[src/rtl/assert_macros.svh]
// ----------------------------------------------------------------------------
// Assertion macros
// Concurrent assertion wrappers, compiled out for synthesis.
// ----------------------------------------------------------------------------
`ifndef ASSERT_MACROS_SVH
`define ASSERT_MACROS_SVH

`ifndef SYNTHESIS
// same-cycle implication, disabled during reset
`define CCT_ASSERT_IMP(lbl, clk, rstn, pre, post, msg) \
    lbl: assert property (@(posedge clk) disable iff (!(rstn)) (pre) |-> (post)) \
        else $error(msg);
// next-cycle implication, disabled during reset
`define CCT_ASSERT_NXT(lbl, clk, rstn, pre, post, msg) \
    lbl: assert property (@(posedge clk) disable iff (!(rstn)) (pre) |=> (post)) \
        else $error(msg);
`else
`define CCT_ASSERT_IMP(lbl, clk, rstn, pre, post, msg)
`define CCT_ASSERT_NXT(lbl, clk, rstn, pre, post, msg)
`endif

`endif

[src/rtl/cct_pkg.sv]
// ----------------------------------------------------------------------------
// Calendar clock package
// Date type, field limits and calendar helper functions.
// ----------------------------------------------------------------------------
package cct_pkg;

    localparam int unsigned HOUR_W   = 5;
    localparam int unsigned MINUTE_W = 6;
    localparam int unsigned SECOND_W = 6;
    localparam int unsigned DAY_W    = 5;
    localparam int unsigned MONTH_W  = 4;
    localparam int unsigned YEAR_W   = 14;
    localparam int unsigned DATA_W   = 40;

    typedef enum logic {
        FUNC_TICK = 1'b0,
        FUNC_LOAD = 1'b1
    } func_t;

    // first member sits in the top bits, so hour lands in the lowest bits
    typedef struct packed {
        logic [YEAR_W-1:0]   year;
        logic [MONTH_W-1:0]  month;
        logic [DAY_W-1:0]    day;
        logic [SECOND_W-1:0] second;
        logic [MINUTE_W-1:0] minute;
        logic [HOUR_W-1:0]   hour;
    } date_t;

    localparam logic [HOUR_W-1:0]   HOUR_MAX   = 5'd23;
    localparam logic [MINUTE_W-1:0] MINUTE_MAX = 6'd59;
    localparam logic [SECOND_W-1:0] SECOND_MAX = 6'd59;
    localparam logic [MONTH_W-1:0]  MONTH_MAX  = 4'd12;

    localparam logic [MONTH_W-1:0] MONTH_JAN = 4'd1;
    localparam logic [MONTH_W-1:0] MONTH_FEB = 4'd2;
    localparam logic [MONTH_W-1:0] MONTH_APR = 4'd4;
    localparam logic [MONTH_W-1:0] MONTH_JUN = 4'd6;
    localparam logic [MONTH_W-1:0] MONTH_SEP = 4'd9;
    localparam logic [MONTH_W-1:0] MONTH_NOV = 4'd11;

    localparam date_t DATE_RESET = '{
        year:   14'd2000,
        month:  4'd1,
        day:    5'd1,
        second: 6'd0,
        minute: 6'd0,
        hour:   5'd0
    };

    // multiplicative inverse of 25 modulo 2^14 and the divisibility bound
    localparam logic [YEAR_W-1:0] INV25       = 14'd7209;
    localparam logic [YEAR_W-1:0] DIV25_BOUND = 14'd655;

    // leap: divisible by 400, or by 4 and not by 100
    function automatic logic is_leap(input logic [YEAR_W-1:0] y);
        logic [YEAR_W-1:0] p;
        logic              div4;
        logic              div16;
        logic              div25;
        p     = y * INV25;
        div4  = (y[1:0] == 2'd0);
        div16 = (y[3:0] == 4'd0);
        div25 = (p <= DIV25_BOUND);
        return div4 && (div16 || !div25);
    endfunction

    function automatic logic [DAY_W-1:0] month_days(input logic [MONTH_W-1:0] mo,
                                                    input logic leap);
        logic [DAY_W-1:0] len;
        unique case (mo)
            MONTH_FEB: len = leap ? 5'd29 : 5'd28;
            MONTH_APR,
            MONTH_JUN,
            MONTH_SEP,
            MONTH_NOV: len = 5'd30;
            default:   len = 5'd31;
        endcase
        return len;
    endfunction

endpackage

[src/rtl/cct_next.sv]
// ----------------------------------------------------------------------------
// Calendar clock next-state logic
// Advances the date by one second or range-checks and applies a load.
// ----------------------------------------------------------------------------
module cct_next #(
    parameter int unsigned YEAR_LIMIT = 9999
) (
    input  cct_pkg::func_t func,
    input  cct_pkg::date_t cur,
    input  cct_pkg::date_t set,
    output cct_pkg::date_t nxt,
    output logic           load_error
);
    import cct_pkg::*;

    localparam logic [YEAR_W-1:0] YEAR_LIM = YEAR_W'(YEAR_LIMIT);

    logic             load_ok;
    logic [DAY_W-1:0] set_len;
    logic [DAY_W-1:0] cur_len;
    date_t            tick_date;

    assign set_len = month_days(set.month, is_leap(set.year));
    assign cur_len = month_days(cur.month, is_leap(cur.year));

    assign load_ok = (set.hour <= HOUR_MAX) && (set.minute <= MINUTE_MAX) &&
                     (set.second <= SECOND_MAX) &&
                     (set.year != '0) && (set.year <= YEAR_LIM) &&
                     (set.month != '0) && (set.month <= MONTH_MAX) &&
                     (set.day != '0) && (set.day <= set_len);

    // cascaded rollover
    always_comb begin
        tick_date = cur;
        if (cur.second >= SECOND_MAX) begin
            tick_date.second = '0;
            if (cur.minute >= MINUTE_MAX) begin
                tick_date.minute = '0;
                if (cur.hour >= HOUR_MAX) begin
                    tick_date.hour = '0;
                    if (cur.day >= cur_len) begin
                        tick_date.day = 5'd1;
                        if (cur.month >= MONTH_MAX) begin
                            tick_date.month = MONTH_JAN;
                            if (cur.year >= YEAR_LIM) begin
                                tick_date.year = 14'd1;
                            end else begin
                                tick_date.year = cur.year + 14'd1;
                            end
                        end else begin
                            tick_date.month = cur.month + 4'd1;
                        end
                    end else begin
                        tick_date.day = cur.day + 5'd1;
                    end
                end else begin
                    tick_date.hour = cur.hour + 5'd1;
                end
            end else begin
                tick_date.minute = cur.minute + 6'd1;
            end
        end else begin
            tick_date.second = cur.second + 6'd1;
        end
    end

    always_comb begin
        unique case (func)
            FUNC_LOAD: begin
                nxt        = load_ok ? set : cur;
                load_error = !load_ok;
            end
            default: begin
                nxt        = tick_date;
                load_error = 1'b0;
            end
        endcase
    end

endmodule

[src/rtl/calendar_clock_tick.sv]
// ----------------------------------------------------------------------------
// Calendar clock tick
// Real-time clock with Gregorian calendar: one-second ticks and checked loads.
// ----------------------------------------------------------------------------
// Channel  Dir  tdata                           tuser
// s_       in   hour,minute,second,day,mon,yr   func (0 tick, 1 load)
// m_       out  hour,minute,second,day,mon,yr   load_error
//
// One transaction per cycle sustained while m_tready stays high; a result is
// presented on m_ after passing the input register, then the result register.
// The clock state updates as the item leaves the input register.
// Reset sets the clock to 00:00:00 on 1 January 2000, no clearing pass.
// A stalled result holds while the input register still takes one more item.
// ----------------------------------------------------------------------------
`include "assert_macros.svh"

module calendar_clock_tick #(
    parameter int unsigned YEAR_LIMIT = 9999
) (
    input  logic                         aclk,
    input  logic                         aresetn,
    input  logic                         s_tvalid,
    output logic                         s_tready,
    // hour[4:0] minute[10:5] second[16:11] day[21:17] month[25:22] year[39:26]
    input  logic [cct_pkg::DATA_W-1:0]   s_tdata,
    // func[0]
    input  logic                         s_tuser,
    output logic                         m_tvalid,
    input  logic                         m_tready,
    // hour[4:0] minute[10:5] second[16:11] day[21:17] month[25:22] year[39:26]
    output logic [cct_pkg::DATA_W-1:0]   m_tdata,
    // load_error[0]
    output logic                         m_tuser
);
    import cct_pkg::*;

    localparam logic [YEAR_W-1:0] YEAR_LIM = YEAR_W'(YEAR_LIMIT);

    logic  in_valid_reg, in_valid_next;
    func_t in_func_reg;
    date_t in_set_reg;
    date_t clock_reg, clock_next;
    logic  out_valid_reg, out_valid_next;
    date_t out_date_reg;
    logic  out_err_reg;
    logic  err_next;
    logic  advance;
    logic  s_take;

    assign advance  = in_valid_reg && (!out_valid_reg || m_tready);
    assign s_tready = !in_valid_reg || advance;
    assign s_take   = s_tvalid && s_tready;

    cct_next #(
        .YEAR_LIMIT (YEAR_LIMIT)
    ) u_next (
        .func       (in_func_reg),
        .cur        (clock_reg),
        .set        (in_set_reg),
        .nxt        (clock_next),
        .load_error (err_next)
    );

    always_comb begin
        in_valid_next = in_valid_reg;
        if (s_take) begin
            in_valid_next = 1'b1;
        end else if (advance) begin
            in_valid_next = 1'b0;
        end
        out_valid_next = out_valid_reg;
        if (advance) begin
            out_valid_next = 1'b1;
        end else if (m_tready) begin
            out_valid_next = 1'b0;
        end
    end

    always_ff @(posedge aclk) begin
        if (!aresetn) begin
            in_valid_reg  <= 1'b0;
            out_valid_reg <= 1'b0;
            clock_reg     <= DATE_RESET;
        end else begin
            in_valid_reg  <= in_valid_next;
            out_valid_reg <= out_valid_next;
            if (advance) begin
                clock_reg <= clock_next;
            end
        end
    end

    // payload: no reset
    always_ff @(posedge aclk) begin
        if (s_take) begin
            in_func_reg <= func_t'(s_tuser);
            in_set_reg  <= date_t'(s_tdata);
        end
        if (advance) begin
            out_date_reg <= clock_next;
            out_err_reg  <= err_next;
        end
    end

    assign m_tvalid = out_valid_reg;
    assign m_tdata  = out_date_reg;
    assign m_tuser  = out_err_reg;

    `CCT_ASSERT_IMP(a_clock_legal, aclk, aresetn, 1'b1,
        (clock_reg.hour <= HOUR_MAX) && (clock_reg.minute <= MINUTE_MAX) &&
        (clock_reg.second <= SECOND_MAX) && (clock_reg.month != '0) &&
        (clock_reg.month <= MONTH_MAX) && (clock_reg.day != '0) &&
        (clock_reg.year != '0) && (clock_reg.year <= YEAR_LIM),
        "clock state out of range")
    `CCT_ASSERT_NXT(a_tick_no_error, aclk, aresetn,
        advance && (in_func_reg == FUNC_TICK),
        !out_err_reg,
        "load error flagged on a tick")
    `CCT_ASSERT_NXT(a_reject_holds, aclk, aresetn,
        advance && err_next,
        $stable(clock_reg),
        "rejected load changed the clock")
    `CCT_ASSERT_NXT(a_second_step, aclk, aresetn,
        advance && (in_func_reg == FUNC_TICK) && (clock_reg.second < SECOND_MAX),
        clock_reg.second == $past(clock_reg.second) + 6'd1,
        "tick failed to advance the second")
    `CCT_ASSERT_NXT(a_idle_holds, aclk, aresetn,
        !advance,
        $stable(clock_reg),
        "clock changed with no item leaving the input register")

endmodule
[config.mk]
export PLATFORM = sky130hd
export DESIGN_NAME = calendar_clock_tick
export DESIGN_NICKNAME = d
export VERILOG_FILES = /design/src/rtl/cct_pkg.sv /design/src/rtl/cct_next.sv /design/src/rtl/calendar_clock_tick.sv
export VERILOG_INCLUDE_DIRS = /design/src /design/src/rtl
export SDC_FILE = /design/constraint.sdc
export NUM_CORES = 1
export LEC_CHECK = 0
export ABC_AREA = 0
export BUFFER_PORTS_ARGS = -buffer_cell sky130_fd_sc_hd__buf_2
export CORE_UTILIZATION = 45
export DETAILED_ROUTE_END_ITERATION = 12
export SLEW_MARGIN = 30
export SYNTH_ARGS = -nofsm -noshare
export SYNTH_HDL_FRONTEND = slang
export SYNTH_SLANG_ARGS = --single-unit
[constraint.sdc]
create_clock -name aclk -period 10.2 [get_ports aclk]
set_input_delay 1.02 -clock aclk [delete_from_list [all_inputs] [get_ports aclk]]
set_output_delay 1.02 -clock aclk [all_outputs]
set_load 0.02 [all_outputs]
==> flow_summary.yaml <==
setup_path:
  cp_data_required_time_ns: 10.50
  worstPathMaxFanout: 11
  max_stage_delay_ns: 0.68
  crit_path_end_kind: "flop"
  crit_arrival_ns: 6.72
  cp_common_cell: "ha_1"
  critPathSlowestCell: "nor4_2"
  criticalPathCategory: "reg2reg"
  startpoint_type: "flop"
  path_cells: "fa_1, ha_1, ha_1, inv_1, fa_1, fa_1, inv_1, ha_1, inv_1, a21oi_1, o211ai_1, a311oi_1, a31oi_1, ha_1, nand2b_1, a21oi_1, nor4_2, a21oi_1, a22o_1, or3_1"
routing:
  firstDrtPassIters: 6
  drt_iter0_drc: 741
  wire_per_inst_microns: 18.8
  antenna_left: 0
  drc: 0
  num_vias: 6794
  wl_mm: 21.7
  drt-vias-per-instance: 5.89
job:
  maxCapViolCount: 0
clocking:
  hold_buffers: 0
  root_buffer: "clkbuf_16"
  cts_sinks: 124
  htree_levels: 4
  clockBufferDepth: 2
  clk_latency_ns: 0.42
  clk_pin_slew_ns: 0.06
  numCtsBuffers: 17
  post_cts_buffers: 0
  ctsResizeCount: 0
  cts_tree: "built"
power:
  p_leak_nw: 4.10
  ir_drop_uv: 159
  p_per_area_nw_per_um2: 173
  p_total_mw: 1.65
timing:
  rsz0062_at_grt: "false"
  period_minus_slack_ns: 6.42
  tightestPinTransition_ns: 0.841
  hold_viol_final: 0
  period_share_pct: 62.9
  relSlewSlack_pct: 43.9
  fmax_mhz: 156
  final_max_slew_viol_count: 0
  setup_viol: 0
  tns_ns: 0
  clock-skew-final_ns: 0.00565
die:
  row_count: 49
  die_x_microns: 138
  core_sq_um: 18000
  fp.dieH_microns: 138
  dieArea_sq_um: 19000
  initial_utilization_pct: 46.0
  io-pin-count: 88
synthesis:
  avgSynthCellArea_sq_um: 9.96
  netlist_instances: 832
  ys_seq_elements: 124
  synth_area_leaders: "edfxtp_1 (30%), ha_1 (14%), dfxtp_1 (10%)"
  yosysTopAreaCellShare_pct: 29.7
  yosysUniqueCellTypes: 75
  async_flop_share_pct: 0
  netlist_area_sq_um: 8280
  post-synth-top-area-cell: "edfxtp_1"
  synth_edf_count: 82
  synth_ff_type: "edfxtp_1"
  ys.warnings.count: 0
  ys_seq_area_share_pct: 39.9
  syn_nets: 990
global_route:
  grt-ovfl-total: 0
  grt_max_degree: 90
  grtUsageMet3_pct: 5.15
  grt_pass1_vias: 6442
  grtUsageMet2_pct: 36.8
  grt_util_met1_pct: 33.7
  grt_usage_pct: 24.0
  antenna_found_initial: 1
  busiest_layer: "met2"
  grt_pass1_wl_mm: 34.2
final_layout:
  final_layout_size_suffix_gt1_share_pct: 15.9
  area_growth_pct: 15.5
  stdcell_area_sq_um: 9560
  fin_util_pct: 53.1
  fin_nets: 1068
worst_hold_path:
  worstHoldPathType: "reg2reg"
place:
  hpwlAfterDp_mm: 15.3
  dpl_cell_area_sq_um: 8930
  io_buffers: 87
  place_congestion: 0.839
outcome:
  status: "finished, final reports clean"
## path summary, 6_finish.rpt
check	startpoint	to	slack (ns)	depth (start not counted)
max reg2reg	clock_reg[28]	clock_reg[36]	3.78	20
min reg2reg	in_valid_reg	m_tvalid	0.52	2
max	clock_reg[28]	clock_reg[36]	3.78	20
min	in_valid_reg	m_tvalid	0.52	2
## report_power, final
group | internal [mW] | switching, mW | total, mW
clock | 0.418 | 0.232 | 0.651
combinational | 0.168 | 0.227 | 0.395
sequential | 0.570 | 0.0337 | 0.604
total | 1.16 | 0.493 | 1.65
## synthesized netlist by cell type, types with 3 or more instances
cell type,n
a31oi_1,23
o21ba_2,4
o2111ai_1,3
o211ai_1,9
a32oi_1,4
nand3_1,26
and3_1,8
nor4_1,15
xor2_1,4
o22ai_1,7
nor2b_1,3
buf_1,4
or3_1,5
clkbuf_1,25
ha_1,91
nor2_1,42
dfxtp_1,42
o21ai_0,44
a21oi_1,43
o31ai_1,5
fa_1,22
nor4b_1,3
nand2_1,69
o31a_1,6
o21a_1,6
or4_1,3
inv_1,79
and2_1,3
o221ai_1,3
o221a_2,5
nand2b_1,6
a211oi_1,6
edfxtp_1,82
o21bai_1,3
nor3_1,16
nand4_1,12
a21o_1,10
mux2i_1,5
a22oi_1,5
xnor2_1,24
a221o_1,4
buf_2,4
a221oi_1,4
a211o_1,3
## cells in the final DEF, fill, tap and decap left out, drive strengths merged, types with 6 or more instances in the layout
cell type / n
buf: 93
ha: 91
inv: 83
edfxtp: 82
nand2: 70
o21ai: 46
a21oi: 43
dfxtp: 42
nor2: 42
nand3: 26
xnor2: 24
a31oi: 23
fa: 22
clkbuf: 20
nor3: 16
nor4: 16
nand4: 12
a21o: 10
o211ai: 10
and3: 8
o22ai: 7
o21a: 6
nand2b: 6
a211oi: 6
o31a: 6
or3: 6
## stage by stage
stage	setup WS, ns	hold slack (ns)	instances
final	3.78	0.519	1153
after global routing	3.26	0.535	1152
after CTS	3.79	0.515	1152
after detailed placement	3.83	0.507	1120
after global placement	3.87	0.506	1120
after floorplan	4.61	0.475	832
## worst max-delay path, delay by kind of cell (launching register included)
kind	cells	cell delay, ns
AO/OA/AOI/OAI	7	1.75
adder cells (fa/ha/maj)	7	2.74
buffers and inverters	3	0.14
flip-flops	1	0.53
AND/OR/NAND/NOR	3	1.14
## layer usage
layer | wire (microns) | part of all wire (%)
met1 | 10200 | 47
met4 | 337 | 1.6
met5 | 0 | 0
met2 | 9720 | 45
met3 | 1450 | 6.7
## cell type report
type / instances / area (sq um)
multi-input cells: 595 / 4560
clock inverters: 12 / 184
well taps: 229 / 287
flip-flops and latches: 124 / 3300
clock buffers: 20 / 447
diodes: 1 / 2.50
inverters: 79 / 297
fillers: 1681 / 8460
repair buffers: 93 / 484
## cells by family after synthesis
| kind of cell | count (synthesis) | synth area share, % |
|---|---|---|
| AND/OR/NAND/NOR | 222 | 13.2 |
| adder cells (fa/ha/maj) | 113 | 19.1 |
| XOR/XNOR | 28 | 2.96 |
| AO/OA/AOI/OAI | 226 | 18.9 |
| multiplexers | 6 | 0.740 |
| buffers and inverters | 113 | 5.20 |
| flip-flops | 124 | 39.9 |
(Power assumes the default switching activity.)
